--- src/design/sgc_pkg.sv ---
// Package for the stepper gate controller: gate mode codes, register
// indexes, reset values and the four-phase coil tables.
// No dependencies.
package sgc_pkg;

    // Gate mode codes as reported on the result stream
    typedef enum logic [2:0] {
        GATE_CLOSING = 3'd0,
        GATE_CLOSED  = 3'd1,
        GATE_OPENING = 3'd2,
        GATE_OPENED  = 3'd3,
        GATE_BUSY    = 3'd4
    } gate_mode_t;

    // Configuration register indexes (paddr[2])
    localparam logic REG_STEP_PERIOD   = 1'b0;
    localparam logic REG_TRAVEL_CYCLES = 1'b1;

    localparam logic [7:0] STEP_PERIOD_RST   = 8'd10;
    localparam logic [7:0] TRAVEL_CYCLES_RST = 8'd60;
    localparam logic [7:0] COIL_RST          = 8'hff;
    localparam logic [7:0] EMERGENCY_BYTE    = 8'hff;

    // Stream payload widths
    localparam int IN_DATA_W  = 16;
    localparam int OUT_DATA_W = 16;

    // Forward (closing) double-phase pattern
    function automatic logic [7:0] fwd_coil(input logic [1:0] ph);
        logic [7:0] pat;
        begin
            case (ph)
                2'd0:    pat = 8'hf3;
                2'd1:    pat = 8'hf9;
                2'd2:    pat = 8'hfc;
                default: pat = 8'hf6;
            endcase
            return pat;
        end
    endfunction

    // Reverse (opening) double-phase pattern
    function automatic logic [7:0] rev_coil(input logic [1:0] ph);
        logic [7:0] pat;
        begin
            case (ph)
                2'd0:    pat = 8'hf3;
                2'd1:    pat = 8'hf6;
                2'd2:    pat = 8'hfc;
                default: pat = 8'hf9;
            endcase
            return pat;
        end
    endfunction

endpackage

--- src/design/stepper_gate_controller.sv ---
// Stepper gate controller top level: tick stream in, coil pattern and
// gate state out, APB-style register port.
// Depends on sgc_pkg.

// One input beat is one timer tick and yields exactly one result beat.
// The block takes a tick on every clock while the output is not stalled: a tick
// is held in the input register, the gate logic then updates its counters and
// writes the result register, which drives the output. s_tready follows m_tready
// combinationally through the two-stage pipeline; with the output stalled,
// up to two ticks are held (result register plus input register).
// Registers: step_period at 0x0 (reset 10), travel_cycles at 0x4 (reset 60);
// write them only while no tick is in flight.
module stepper_gate_controller
    import sgc_pkg::*;
(
    input  logic                  clk,
    input  logic                  rst_n,
    // tick stream in
    input  logic                  s_tvalid,
    output logic                  s_tready,
    input  logic [IN_DATA_W-1:0]  s_tdata,   // [0] toggle_request, [8:1] rx_byte, rest 0
    input  logic                  s_tuser,   // [0] rx_valid
    // result stream out
    output logic                  m_tvalid,
    input  logic                  m_tready,
    output logic [OUT_DATA_W-1:0] m_tdata,   // [7:0] coil_drive, [10:8] gate_state, rest 0
    // register port
    input  logic                  psel,
    input  logic                  penable,
    input  logic                  pwrite,
    input  logic [2:0]            paddr,
    input  logic [31:0]           pwdata,
    output logic [31:0]           prdata,
    output logic                  pready
);

    // configuration registers
    logic [7:0] step_period_reg;
    logic [7:0] travel_cycles_reg;

    // input stage
    logic       in_valid_reg;
    logic       in_toggle_reg;
    logic       in_rx_valid_reg;
    logic [7:0] in_rx_byte_reg;

    // gate state
    logic [7:0] prescale_reg, prescale_next;
    gate_mode_t mode_reg, mode_next;
    gate_mode_t target_reg, target_next;
    logic [1:0] phase_reg, phase_next;
    logic [7:0] cycle_reg, cycle_next;
    logic [7:0] coil_reg, coil_next;

    // result stage
    logic       out_valid_reg;
    logic [7:0] out_coil_reg;
    gate_mode_t out_mode_reg;

    logic advance;
    logic cfg_write;

    assign advance  = !out_valid_reg || m_tready;
    assign s_tready = !in_valid_reg || advance;

    // register port
    assign pready    = 1'b1;
    assign cfg_write = psel && penable && pwrite;

    always_ff @(posedge clk or negedge rst_n)
    begin
        if (!rst_n)
        begin
            step_period_reg   <= STEP_PERIOD_RST;
            travel_cycles_reg <= TRAVEL_CYCLES_RST;
        end
        else if (cfg_write)
        begin
            if (paddr[2] == REG_STEP_PERIOD)
                step_period_reg <= pwdata[7:0];
            else
                travel_cycles_reg <= pwdata[7:0];
        end
    end

    always_comb
    begin
        if (paddr[2] == REG_STEP_PERIOD)
            prdata = {24'd0, step_period_reg};
        else
            prdata = {24'd0, travel_cycles_reg};
    end

    // input register
    always_ff @(posedge clk or negedge rst_n)
    begin
        if (!rst_n)
            in_valid_reg <= 1'b0;
        else if (s_tready)
            in_valid_reg <= s_tvalid;
    end

    always_ff @(posedge clk)
    begin
        if (s_tvalid && s_tready)
        begin
            in_toggle_reg   <= s_tdata[0];
            in_rx_byte_reg  <= s_tdata[8:1];
            in_rx_valid_reg <= s_tuser;
        end
    end

    // one tick: prescaler and motor step, then toggle, then serial byte
    always_comb
    begin
        logic [7:0] pre_inc;
        logic [7:0] cyc_inc;
        logic       fire;
        logic       do_step;
        logic       use_fwd;

        pre_inc     = prescale_reg + 8'd1;
        fire        = (pre_inc >= step_period_reg);
        prescale_next = fire ? 8'd0 : pre_inc;

        mode_next   = mode_reg;
        target_next = target_reg;
        phase_next  = phase_reg;
        cycle_next  = cycle_reg;
        coil_next   = coil_reg;
        do_step     = 1'b0;
        use_fwd     = 1'b0;
        cyc_inc     = cycle_reg + 8'd1;

        // motor step: work out direction and whether the step applies
        if (fire)
        begin
            unique case (mode_reg)
                GATE_CLOSING:
                begin
                    do_step     = 1'b1;
                    use_fwd     = 1'b1;
                    target_next = GATE_CLOSED;
                    mode_next   = GATE_BUSY;
                end
                GATE_OPENING:
                begin
                    do_step     = 1'b1;
                    use_fwd     = 1'b0;
                    target_next = GATE_OPENED;
                    mode_next   = GATE_BUSY;
                end
                GATE_BUSY:
                begin
                    do_step = (target_reg == GATE_CLOSED) || (target_reg == GATE_OPENED);
                    use_fwd = (target_reg == GATE_CLOSED);
                end
                default:
                begin
                    do_step = 1'b0;
                end
            endcase
        end

        // advance phase and count full cycles
        if (do_step)
        begin
            coil_next  = use_fwd ? fwd_coil(phase_reg) : rev_coil(phase_reg);
            phase_next = phase_reg + 2'd1;
            if (phase_reg == 2'd3)
            begin
                if (cyc_inc >= travel_cycles_reg)
                begin
                    mode_next  = target_next;
                    cycle_next = 8'd0;
                end
                else
                begin
                    cycle_next = cyc_inc;
                end
            end
        end

        // toggle request reverses the gate, also while moving
        if (in_toggle_reg)
        begin
            case (mode_next)
                GATE_BUSY:
                begin
                    if (target_next == GATE_OPENED)
                        mode_next = GATE_CLOSING;
                    else if (target_next == GATE_CLOSED)
                        mode_next = GATE_OPENING;
                end
                GATE_CLOSED: mode_next = GATE_OPENING;
                GATE_OPENED: mode_next = GATE_CLOSING;
                default:     mode_next = mode_next;
            endcase
        end

        // emergency byte toggles only at rest
        if (in_rx_valid_reg && (in_rx_byte_reg == EMERGENCY_BYTE))
        begin
            if (mode_next == GATE_CLOSED)
                mode_next = GATE_OPENING;
            else if (mode_next == GATE_OPENED)
                mode_next = GATE_CLOSING;
        end
    end

    // state and result registers
    always_ff @(posedge clk or negedge rst_n)
    begin
        if (!rst_n)
        begin
            prescale_reg  <= 8'd0;
            mode_reg      <= GATE_CLOSED;
            target_reg    <= GATE_BUSY;
            phase_reg     <= 2'd0;
            cycle_reg     <= 8'd0;
            coil_reg      <= COIL_RST;
            out_valid_reg <= 1'b0;
        end
        else if (advance)
        begin
            out_valid_reg <= in_valid_reg;
            if (in_valid_reg)
            begin
                prescale_reg <= prescale_next;
                mode_reg     <= mode_next;
                target_reg   <= target_next;
                phase_reg    <= phase_next;
                cycle_reg    <= cycle_next;
                coil_reg     <= coil_next;
            end
        end
    end

    always_ff @(posedge clk)
    begin
        if (advance && in_valid_reg)
        begin
            out_coil_reg <= coil_next;
            out_mode_reg <= mode_next;
        end
    end

    assign m_tvalid = out_valid_reg;
    assign m_tdata  = {5'd0, out_mode_reg, out_coil_reg};

endmodule

--- config.mk ---
export PLATFORM = sky130hd
export DESIGN_NAME = stepper_gate_controller
export DESIGN_NICKNAME = d
export VERILOG_FILES = /design/src/design/sgc_pkg.sv /design/src/design/stepper_gate_controller.sv
export SDC_FILE = /design/constraint.sdc
export NUM_CORES = 1
export LEC_CHECK = 0
export ABC_AREA = 1
export ABC_CLOCK_PERIOD_IN_PS = 8000
export BUFFER_PORTS_ARGS = -buffer_cell sky130_fd_sc_hd__buf_2
export CAP_MARGIN = 0
export CORE_UTILIZATION = 30
export DETAILED_ROUTE_END_ITERATION = 10
export SLEW_MARGIN = 20
export SYNTH_ARGS = -nofsm -noshare
export SYNTH_HDL_FRONTEND = slang
export SYNTH_SLANG_ARGS = --single-unit
export TNS_END_PERCENT = 30
--- constraint.sdc ---
create_clock -name clk -period 8 [get_ports clk]
set_input_delay 0.8 -clock clk [delete_from_list [all_inputs] [get_ports clk]]
set_output_delay 0.8 -clock clk [all_outputs]
set_load 0.1 [all_outputs]
==> results.json, run 1 <==
{
  "status": "finished clean",
  "nets": 595,
  "grt_overflow_total": 0,
  "p_per_area_nw_per_um2": 376.7,
  "layout-drive-gt1-share_pct": 19.31,
  "relSlewSlack_pct": 55.79,
  "fin_skew_ns": 0.006088,
  "min_path_type": "reg2reg",
  "dr.pass1.iters": 4,
  "fin_crit_sh_pct": 37.94,
  "cp_slowest_stage_delay_ns": 0.41,
  "setup_tns_ns": 0,
  "die_area_um2": 13810,
  "maxCapViolations": 0,
  "r2r_slack_ns": 4.96,
  "initialDrtViolationCount": 73,
  "cp.depth": 20,
  "drc": 0,
  "synth_edf_count": 21,
  "grt_pass1_vias": 2964,
  "synth-main-ff-cell": "dfrtp_1",
  "place_congestion": 0.8126,
  "diodes": 0,
  "wl_per_cell_um": 10.57,
  "met3_usage_pct": 2.035,
  "grt_use_met2_pct": 20.16,
  "crit_buf_inv": 2,
  "core_um2": 12820,
  "cts.repair.resized": 0,
  "cts-root-buf": "clkbuf_16",
  "initial_core_util_pct": 31.22,
  "grt_max_degree": 51,
  "clockBufferDepth": 2,
  "finalHoldViolCount": 0,
  "cts_setup_buffers": 0,
  "tightestPinTransition_ns": 0.6624,
  "path_cells": "nand3_1, nor3_1, nand2_1, xor2_1, inv_1, ha_1, nand2_1, nor2_1, nand2_4, nand2_8, nand3_4, nor2_2, nand2_1, nand2_2, nand2_2, nand2_4, nand3_2, clkinv_1, nand2_1, and2_1",
  "fin_crit_ns": 3.036,
  "crit_fanout": 8,
  "yosysWarnings": 0,
  "worstSetupStartpoint": "prescale_reg[0]$_DFFE_PN0P_",
  "yosysSeqAreaShare_pct": 47.50,
  "leakage_nw": 2.354,
  "antenna_found_initial": 0,
  "cts_tree": "built",
  "wirelength_mm": 7.293,
  "cp.required_ns": 8.08,
  "reg2reg_from": "prescale_reg[0]$_DFFE_PN0P_",
  "synth_area_um2": 4004,
  "cts_sinks": 71,
  "met1_usage_pct": 14.03,
  "dpl.hpwl_mm": 5.443,
  "io_buffer_count": 46,
  "syn_to_final_growth_pct": 15.66,
  "numCtsBuffers": 9,
  "clk_pin_slew_ns": 0.06,
  "via_per_inst": 4.255,
  "finalMaxSlewViolations": 0,
  "reg2reg_to": "out_mode_reg[1]$_DFFE_PP_",
  "crit_type": "reg2reg",
  "critPathMostFrequentCell": "nand2_1",
  "synth_cells": 461,
  "crit_family": "simple AND/OR/NAND/NOR gates",
  "rsz0062_at_grt": "false",
  "crit_end": "out_mode_reg[1]$_DFFE_PP_",
  "crit_arrival_ns": 3.12,
  "r2r_cells": 20,
  "end_kind": "register",
  "timing.fmax_ghz": 0.3294,
  "die_h_um": 117.5,
  "grt_pass1_wl_mm": 13.15,
  "gr-usage-all-layers_pct": 11.78,
  "synth_seq_cells": 71,
  "htreeDepth": 3,
  "ys_types": 39,
  "cp-start-kind": "register",
  "ir_worst_vdd_mv": 0.1040,
  "cts_hold_buf": 0,
  "critPathSlowestCell": "dfrtp_1",
  "ant_nets": 0,
  "fin_util_pct": 36.11,
  "gr-max-usage-layer": "met2",
  "num-fill-cells": 1353,
  "synthArstFlopShare_pct": 70.42,
  "syn_area_per_cell_um2": 8.685,
  "vias": 2936,
  "setup_viol": 0,
  "die_x_um": 117.5,
  "num_rows": 41,
  "io_pins": 110,
  "clk-insertion-delay-late_ns": 0.33
}
==> worst min-delay path, cell delays in order (launching register included) <==
cell and delay (ns):
dfstp_2 0.36, inv_1 0.06, nand2_1 0.05
==> cells by family (layout without fill, tap and decap cells) <==
group,after synthesis,count (layout),synth area share (%)
adder cells (fa/ha/maj),23,23,7.188
AND/OR/NAND/NOR,168,168,19.28
other,2,30,0.1876
buffers and inverters,114,143,13.50
AO/OA/AOI/OAI,75,75,10.59
XOR/XNOR,8,8,1.750
flip-flops,71,71,47.50
==> power by group <==
group,switching (mW),internal [mW],total [mW],leakage [nW]
Clock,0.144,0.270,0.415,0.149
Combinational,0.580,0.210,0.790,1.42
Sequential,0.0578,0.481,0.539,0.788
==> how the worst min path moves through the flow <==
stage | startpoint | cells past startpoint | to | slack, ns
after global placement | coil_reg[5]$_DFFE_PN1P_ | 2 | coil_reg[5]$_DFFE_PN1P_ | 0.46
after CTS | coil_reg[5]$_DFFE_PN1P_ | 2 | coil_reg[5]$_DFFE_PN1P_ | 0.47
after global routing | coil_reg[7]$_DFFE_PN1P_ | 2 | coil_reg[7]$_DFFE_PN1P_ | 0.49
after detailed placement | coil_reg[5]$_DFFE_PN1P_ | 2 | coil_reg[5]$_DFFE_PN1P_ | 0.46
after floorplan | coil_reg[4]$_DFFE_PN1P_ | 2 | coil_reg[4]$_DFFE_PN1P_ | 0.44
final | coil_reg[5]$_DFFE_PN1P_ | 2 | coil_reg[5]$_DFFE_PN1P_ | 0.46
==> per-stage QoR <==
stage	total power, mW	worst slack, ns	hold WS, ns	area [um^2]	instances
2_1_floorplan	1.214	4.085	0.4439	4109	489
3_3_place_gp	1.321	5.018	0.4552	4325	674
3_5_place_dp	1.342	4.977	0.4600	4325	674
4_1_cts	1.765	4.954	0.4702	4631	690
5_1_grt	1.883	4.620	0.4933	4631	690
6_report	1.744	4.964	0.4642	4631	690
==> synth_stat cells (2+ instances only) <==
cell	n	area, um^2
a21oi_1	7	35.03
nand2_2	3	18.77
xor2_1	8	70.07
nand3_2	2	20.02
nand4_1	2	12.51
dfrtp_1	34	850.8
inv_1	75	281.5
o21ai_0	44	220.2
nand2_1	110	412.9
buf_4	30	225.2
ha_1	23	287.8
o21ai_1	7	35.03
dfstp_2	16	420.4
nand3_1	12	60.06
nor2_1	21	78.83
clkbuf_1	5	18.77
conb_1	2	7.510
nand2_4	4	45.04
nor3_1	3	15.01
o22ai_1	5	31.28
a22o_1	2	17.52
inv_2	3	11.26
nor2_2	4	25.02
a21boi_2	2	22.52
o211ai_1	3	22.52
edfxtp_1	21	630.6
==> per-layer routing <==
layer / vias up / share of wire (%)
met1: 1358 / 45
met4: 0 / 2.6
li1: 1512 / -
met5: - / 0
met2: 54 / 50
met3: 12 / 3.1
==> cell type report <==
class / instances / area (um^2) / share of cell area (%)
clock buffer: 11 / 232.7 / 5.026
clock inverter: 5 / 72.57 / 1.567
inverter: 79 / 296.5 / 6.404
multi-input combinational: 304 / 1667 / 35.99
sequential: 71 / 1902 / 41.07
tap: 172 / 215.2 / 4.647
timing repair buffer: 48 / 245.2 / 5.296
==> cell usage in the layout (no fill, tap or decap), types with 4 or more instances in the layout <==
cell type / netlist / layout
nand2_1: 110 / 110
inv_1: 75 / 75
buf_2: 0 / 46
o21ai_0: 44 / 44
dfrtp_1: 34 / 34
conb_1: 2 / 30
ha_1: 23 / 23
nor2_1: 21 / 21
edfxtp_1: 21 / 21
dfstp_2: 16 / 16
nand3_1: 12 / 12
clkbuf_16: 0 / 9
xor2_1: 8 / 8
a21oi_1: 7 / 7
o21ai_1: 7 / 7
o22ai_1: 5 / 5
nand2_4: 4 / 4
nor2_2: 4 / 4
Power figures use the tool's default switching activity.
==> run 2: changes to the inputs <==
--- a/config.mk
+++ b/config.mk
@@ -6,7 +6,7 @@
 export NUM_CORES = 1
 export LEC_CHECK = 0
 export ABC_AREA = 1
-export ABC_CLOCK_PERIOD_IN_PS = 8000
+export ABC_CLOCK_PERIOD_IN_PS = 2700
 export BUFFER_PORTS_ARGS = -buffer_cell sky130_fd_sc_hd__buf_2
 export CAP_MARGIN = 0
 export CORE_UTILIZATION = 30
==> constraint.sdc (replaced) <==
create_clock -name clk -period 2.7 [get_ports clk]
set_input_delay 0.27 -clock clk [delete_from_list [all_inputs] [get_ports clk]]
set_output_delay 0.27 -clock clk [all_outputs]
set_load 0.1 [all_outputs]
==> run 2 against run 1 <==
Effect of this change:
- largest cell class unchanged
- count of clock-buffer cells in the layout stayed put
- combinational power grew to 3.6 times the previous value
- critical endpoint unchanged
- the flow now finishes with violations (negative setup slack)
- final cell count is 4.3% higher
==> results.json, run 2 (synthesis results as in run 1) <==
{
  "status": "finished with violations",
  "violations": "negative setup slack",
  "p_int_mw": 3.101,
  "end_kind": "register",
  "reg2reg_from": "prescale_reg[1]$_DFFE_PN0P_",
  "finalMaxSlewViolations": 0,
  "gr-usage-all-layers_pct": 11.79,
  "htreeDepth": 3,
  "holdPathEnd": "in_rx_byte_reg[1]$_DFFE_PP_",
  "net-switching-power_mw": 2.535,
  "wirelength_mm": 7.886,
  "via_per_inst": 4.211,
  "crit_fanout": 7,
  "core_um2": 12820,
  "maxCapViolations": 0,
  "layout_commonest_cell": "nand2_1",
  "fin_skew_ns": 0.003956,
  "fin_crit_ns": 2.817,
  "cts_sinks": 71,
  "relSlewSlack_pct": 64.26,
  "timing.fmax_ghz": 0.3549,
  "clk-insertion-delay-late_ns": 0.34,
  "antenna_found_initial": 0,
  "p_per_area_nw_per_um2": 1115,
  "cts-root-buf": "clkbuf_16",
  "grt_pass1_vias": 3049,
  "dpl.hpwl_mm": 5.805,
  "initialDrtViolationCount": 89,
  "leakage_nw": 2.540,
  "pwr-share-clk_pct": 21.4,
  "drc": 0,
  "grt_overflow_total": 0,
  "r2r_slack_ns": -0.12,
  "setup_viol": 5,
  "tightestPinTransition_ns": 0.5321,
  "p_comb_share_pct": 50.4,
  "fin_cells": 720,
  "diodes": 0,
  "die_x_um": 117.5,
  "dr.pass1.iters": 4,
  "min_path_cells": 1,
  "final_cell_mix": "97 x nand2_1, 72 x inv_1, 46 x buf_2, 39 x o21ai_0, 34 x dfrtp_1",
  "syn_to_final_growth_pct": 26.25,
  "min_from": "s_tdata[2]",
  "grt_pass1_wl_mm": 13.10,
  "place_congestion": 0.7655,
  "num_rows": 41,
  "io_buffer_count": 46,
  "finalHoldViolCount": 0,
  "place_inst": 701,
  "initial_core_util_pct": 31.22,
  "p_sw_share_pct": 44.98,
  "cp-start-kind": "register",
  "ant_nets": 0,
  "grt_max_degree": 36,
  "reg2reg_to": "out_mode_reg[1]$_DFFE_PP_",
  "rsz0062_at_grt": "true",
  "fin_util_pct": 39.41,
  "register_area_um2": 1902,
  "multi_input_area_um2": 1856,
  "cts_tree": "built",
  "cp.required_ns": 2.79,
  "p_seq_share_pct": 28.2,
  "io_pins": 110,
  "vias": 3032,
  "ir_worst_vdd_mv": 0.2816,
  "die_area_um2": 13810,
  "die_h_um": 117.5,
  "crit_type": "reg2reg",
  "min_path_type": "in2reg",
  "layout-drive-gt1-share_pct": 31.57,
  "r2r_cells": 16,
  "nets": 625,
  "crit_arrival_ns": 2.91,
  "fin_ws_ns": -0.1174,
  "num-fill-cells": 1301,
  "clockBufferDepth": 2,
  "numCtsBuffers": 9,
  "fin_crit_sh_pct": 104.3,
  "wl_per_cell_um": 10.95,
  "clk_pin_slew_ns": 0.06
}
[run 2: repair_timing]
item,CTS,global route
endpoints found under the hold margin,10,0
pin swaps,18,13
gates resized for setup,26,26
setup endpoints to repair,10,26
hold buffers,1,0
setup buffers,0,2
[run 2: worst max path at each step]
stage / end / from / slack (ns)
after floorplan: prdata[5] / paddr[2] / -0.15
after global placement: out_mode_reg[1]$_DFFE_PP_ / prescale_reg[0]$_DFFE_PN0P_ / -0.13
after detailed placement: out_mode_reg[1]$_DFFE_PP_ / prescale_reg[0]$_DFFE_PN0P_ / -0.17
after CTS: out_mode_reg[1]$_DFFE_PP_ / prescale_reg[1]$_DFFE_PN0P_ / -0.13
after global routing: out_mode_reg[1]$_DFFE_PP_ / cycle_reg[0]$_DFFE_PN0P_ / -0.35
final: out_mode_reg[1]$_DFFE_PP_ / prescale_reg[1]$_DFFE_PN0P_ / -0.12
[run 2: layout make-up]
type / instances / share of cell area (%)
multi-input combinational: 304 / 36.71
clock inverter: 5 / 1.089
inverter: 79 / 5.891
tap: 172 / 4.257
timing repair buffer: 78 / 9.431
sequential: 71 / 37.62
clock buffer: 11 / 5.000
[run 2: power groups by stage]
| stage | Clock (mW) | Combinational, mW | Sequential, mW |
|---|---|---|---|
| after floorplan | 0 | 1.68 | 1.92 |
| after global placement | 0 | 2.56 | 1.59 |
| after detailed placement | 0 | 2.63 | 1.60 |
| after CTS | 1.24 | 2.73 | 1.59 |
| after global routing | 1.29 | 3.12 | 1.62 |
| final | 1.21 | 2.84 | 1.59 |
[run 2: through the flow]
step	hold slack [ns]	total power, mW	setup TNS (ns)	setup WS [ns]	instance area (um^2)
final	0.1093	5.637	-0.2202	-0.1174	5055
after global routing	0.09580	6.032	-2.300	-0.3547	5055
after global placement	0.1940	4.146	-0.3785	-0.1301	4528
after floorplan	-0.02559	3.598	-0.6101	-0.1550	4109
after CTS	0.09834	5.554	-0.4246	-0.1332	4938
after detailed placement	0.1954	4.227	-0.7319	-0.1728	4528
[run 2: critical path, stage by stage, from the launching register on]
cell and delay [ns]:
dfrtp_1 0.39, nand3_2 0.12, nor3_4 0.22, nand2_2 0.09, xor2_2 0.18, inv_1 0.10
ha_4 0.28, nand2_2 0.07, o21a_4 0.23, nand2_8 0.09, nand4_4 0.14, nand2_2 0.11
a21boi_4 0.21, nand3_4 0.09, clkinv_2 0.06, nand2_2 0.04, and2_1 0.12
[run 2: metal layers]
| layer | routed length (um) | global-route usage, % | vias to the layer above |
|---|---|---|---|
| li1 | - | - | 1569 |
| met1 | 3398 | 12.94 | 1420 |
| met2 | 4170 | 21.60 | 36 |
| met3 | 218 | 3.149 | 7 |
| met4 | 99 | 4.407 | 0 |
| met5 | 0 | 0 | - |
==> run 3: changes to the inputs <==
==> constraint.sdc (replaced) <==
create_clock -name clk -period 2.7 [get_ports clk]
set_input_delay 0.27 -clock clk [delete_from_list [all_inputs] [get_ports clk]]
set_output_delay 0.27 -clock clk [all_outputs]
set_load 0.05 [all_outputs]
==> run 3 against run 2 <==
Effect of this change:
- the run still ends with negative setup slack left
- combinational power decreased by 7.4%
- sequential cell count is the same
- fmax is 3.4% lower
- worst hold slack better by 0.0039 ns
- critical path depth rose by 3
- power decreased by 5.0%
- wire length grew 1.8%
- non-clock buffer count up 3
- clock skew is 0.0041 ns higher
- core utilization rose by 0.23 points
- via count increased by 2.1%
- worst setup slack got worse by 0.10 ns
- critical path type unchanged
- highest routed layer unchanged
==> results.json, run 3 (synthesis results as in run 1) <==
{
  "die_h_um": 117.5,
  "io_pins": 110,
  "cts_tree": "built",
  "place_inst": 698,
  "relSlewSlack_pct": 55.40,
  "core_um2": 12820,
  "holdPathEnd": "in_toggle_reg$_DFFE_PP_",
  "clk-insertion-delay-late_ns": 0.33,
  "gr-usage-all-layers_pct": 12.52,
  "cp.required_ns": 2.78,
  "fin_util_pct": 39.65,
  "finalHoldViolCount": 0,
  "die_x_um": 117.5,
  "grt_pass1_vias": 3147,
  "clockBufferDepth": 2,
  "dr.pass1.iters": 5,
  "min_path_type": "in2reg",
  "num_rows": 41,
  "via_per_inst": 4.282,
  "antenna_found_initial": 0,
  "cts-root-buf": "clkbuf_16",
  "initial_core_util_pct": 31.22,
  "grt_use_met2_pct": 21.26,
  "crit_type": "reg2reg",
  "timing.fmax_ghz": 0.3428,
  "crit_fanout": 6,
  "layout-drive-gt1-share_pct": 31.58,
  "end_kind": "register",
  "fin_crit_ns": 2.917,
  "grt_max_degree": 45,
  "maxCapViolations": 0,
  "wl_per_cell_um": 11.10,
  "place_congestion": 0.7930,
  "min_path_cells": 1,
  "met1_usage_pct": 14.62,
  "r2r_slack_ns": -0.22,
  "vias": 3096,
  "ir_worst_vdd_mv": 0.2989,
  "diodes": 0,
  "p_per_area_nw_per_um2": 1053,
  "fin_cells": 723,
  "leakage_nw": 2.536,
  "initialDrtViolationCount": 105,
  "fin_skew_ns": 0.008036,
  "status": "finished with violations",
  "numCtsBuffers": 9,
  "clk_pin_slew_ns": 0.06,
  "htreeDepth": 3,
  "fin_crit_sh_pct": 108.0,
  "finalMaxSlewViolations": 0,
  "reg2reg_to": "out_mode_reg[1]$_DFFE_PP_",
  "ant_nets": 0,
  "gr-max-usage-layer": "met2",
  "rsz0062_at_grt": "true",
  "fin_ws_ns": -0.2172,
  "nets": 628,
  "violations": "negative setup slack",
  "met3_usage_pct": 3.246,
  "die_area_um2": 13810,
  "syn_to_final_growth_pct": 27.00,
  "crit_arrival_ns": 3.00,
  "reg2reg_from": "prescale_reg[1]$_DFFE_PN0P_",
  "io_buffer_count": 46,
  "final_cell_mix": "96 x nand2_1, 71 x inv_1, 45 x buf_2, 42 x o21ai_0, 34 x dfrtp_1",
  "tightestPinTransition_ns": 0.6682,
  "min_from": "s_tdata[0]",
  "layout_commonest_cell": "nand2_1",
  "wirelength_mm": 8.027,
  "grt_pass1_wl_mm": 13.98,
  "cp-start-kind": "register",
  "drc": 0,
  "setup_viol": 11,
  "grt_overflow_total": 0,
  "dpl.hpwl_mm": 5.705,
  "cts_sinks": 71,
  "r2r_cells": 19
}
## run 3: critical path: stages, from the launching register on
cell and delay [ns]:
dfrtp_1 0.40, nand3_2 0.15, nor3_4 0.23, nand2_1 0.09, xor2_1 0.18, inv_1 0.09, ha_4 0.30, nand2_4 0.06
o21a_4 0.24, nand2_8 0.11, nand2_4 0.07, nand2_2 0.08, nand3_1 0.08, nor2_1 0.14, nand2_2 0.08, nand2_4 0.07
nand3_4 0.06, clkinv_1 0.06, nand2_1 0.05, and2_1 0.13
## run 3: worst max path at each step
stage	cells past startpoint	to	start
after floorplan	21	out_mode_reg[1]$_DFFE_PP_	prescale_reg[0]$_DFFE_PN0P_
after global placement	21	out_mode_reg[1]$_DFFE_PP_	prescale_reg[0]$_DFFE_PN0P_
after detailed placement	21	out_mode_reg[1]$_DFFE_PP_	prescale_reg[0]$_DFFE_PN0P_
after CTS	20	out_mode_reg[1]$_DFFE_PP_	prescale_reg[1]$_DFFE_PN0P_
after global routing	19	out_mode_reg[1]$_DFFE_PP_	prescale_reg[1]$_DFFE_PN0P_
final	19	out_mode_reg[1]$_DFFE_PP_	prescale_reg[1]$_DFFE_PN0P_
## run 3: stage by stage
| stage | setup TNS [ns] | power (mW) | area, um^2 | hold slack [ns] | setup WS (ns) |
|---|---|---|---|---|---|
| floorplan | 0 | 3.240 | 4109 | -0.02559 | 0.04078 |
| global placement | -0.4853 | 3.770 | 4506 | 0.4484 | -0.1417 |
| detailed placement | -0.7606 | 3.857 | 4506 | 0.4481 | -0.1806 |
| CTS | -0.2694 | 5.156 | 4890 | 0.1019 | -0.1170 |
| global route | -3.961 | 5.788 | 5085 | 0.09767 | -0.4124 |
| finish | -1.177 | 5.353 | 5085 | 0.1131 | -0.2172 |
## run 3: metal layers
metal / routed length (um) / part of all wire (%)
met5: 0 / 0
met1: 3479 / 43
met4: 204 / 2.5
met3: 265 / 3.3
met2: 4078 / 51
## run 3: where the power goes
| part | switching (mW) | internal (mW) |
|---|---|---|
| Sequential | 0.158 | 1.43 |
| Combinational | 1.63 | 0.993 |
| Clock | 0.430 | 0.711 |
## run 3: area by class of cell
type / count / area (um^2)
sequential: 71 / 1902
fill: 1275 / 7740
inverter: 79 / 296.5
clock buffer: 12 / 236.5
clock inverter: 4 / 46.29
tap: 172 / 215.2
multi-input combinational: 304 / 1879
timing repair buffer: 81 / 509.2
## run 3: what timing repair did
action,CTS,global route
endpoints found under the setup margin,11,24
gates resized for setup,23,33
endpoints found under the hold margin,0,34
buffers inserted,3,5
hold buffers,0,1
pin swaps,12,15
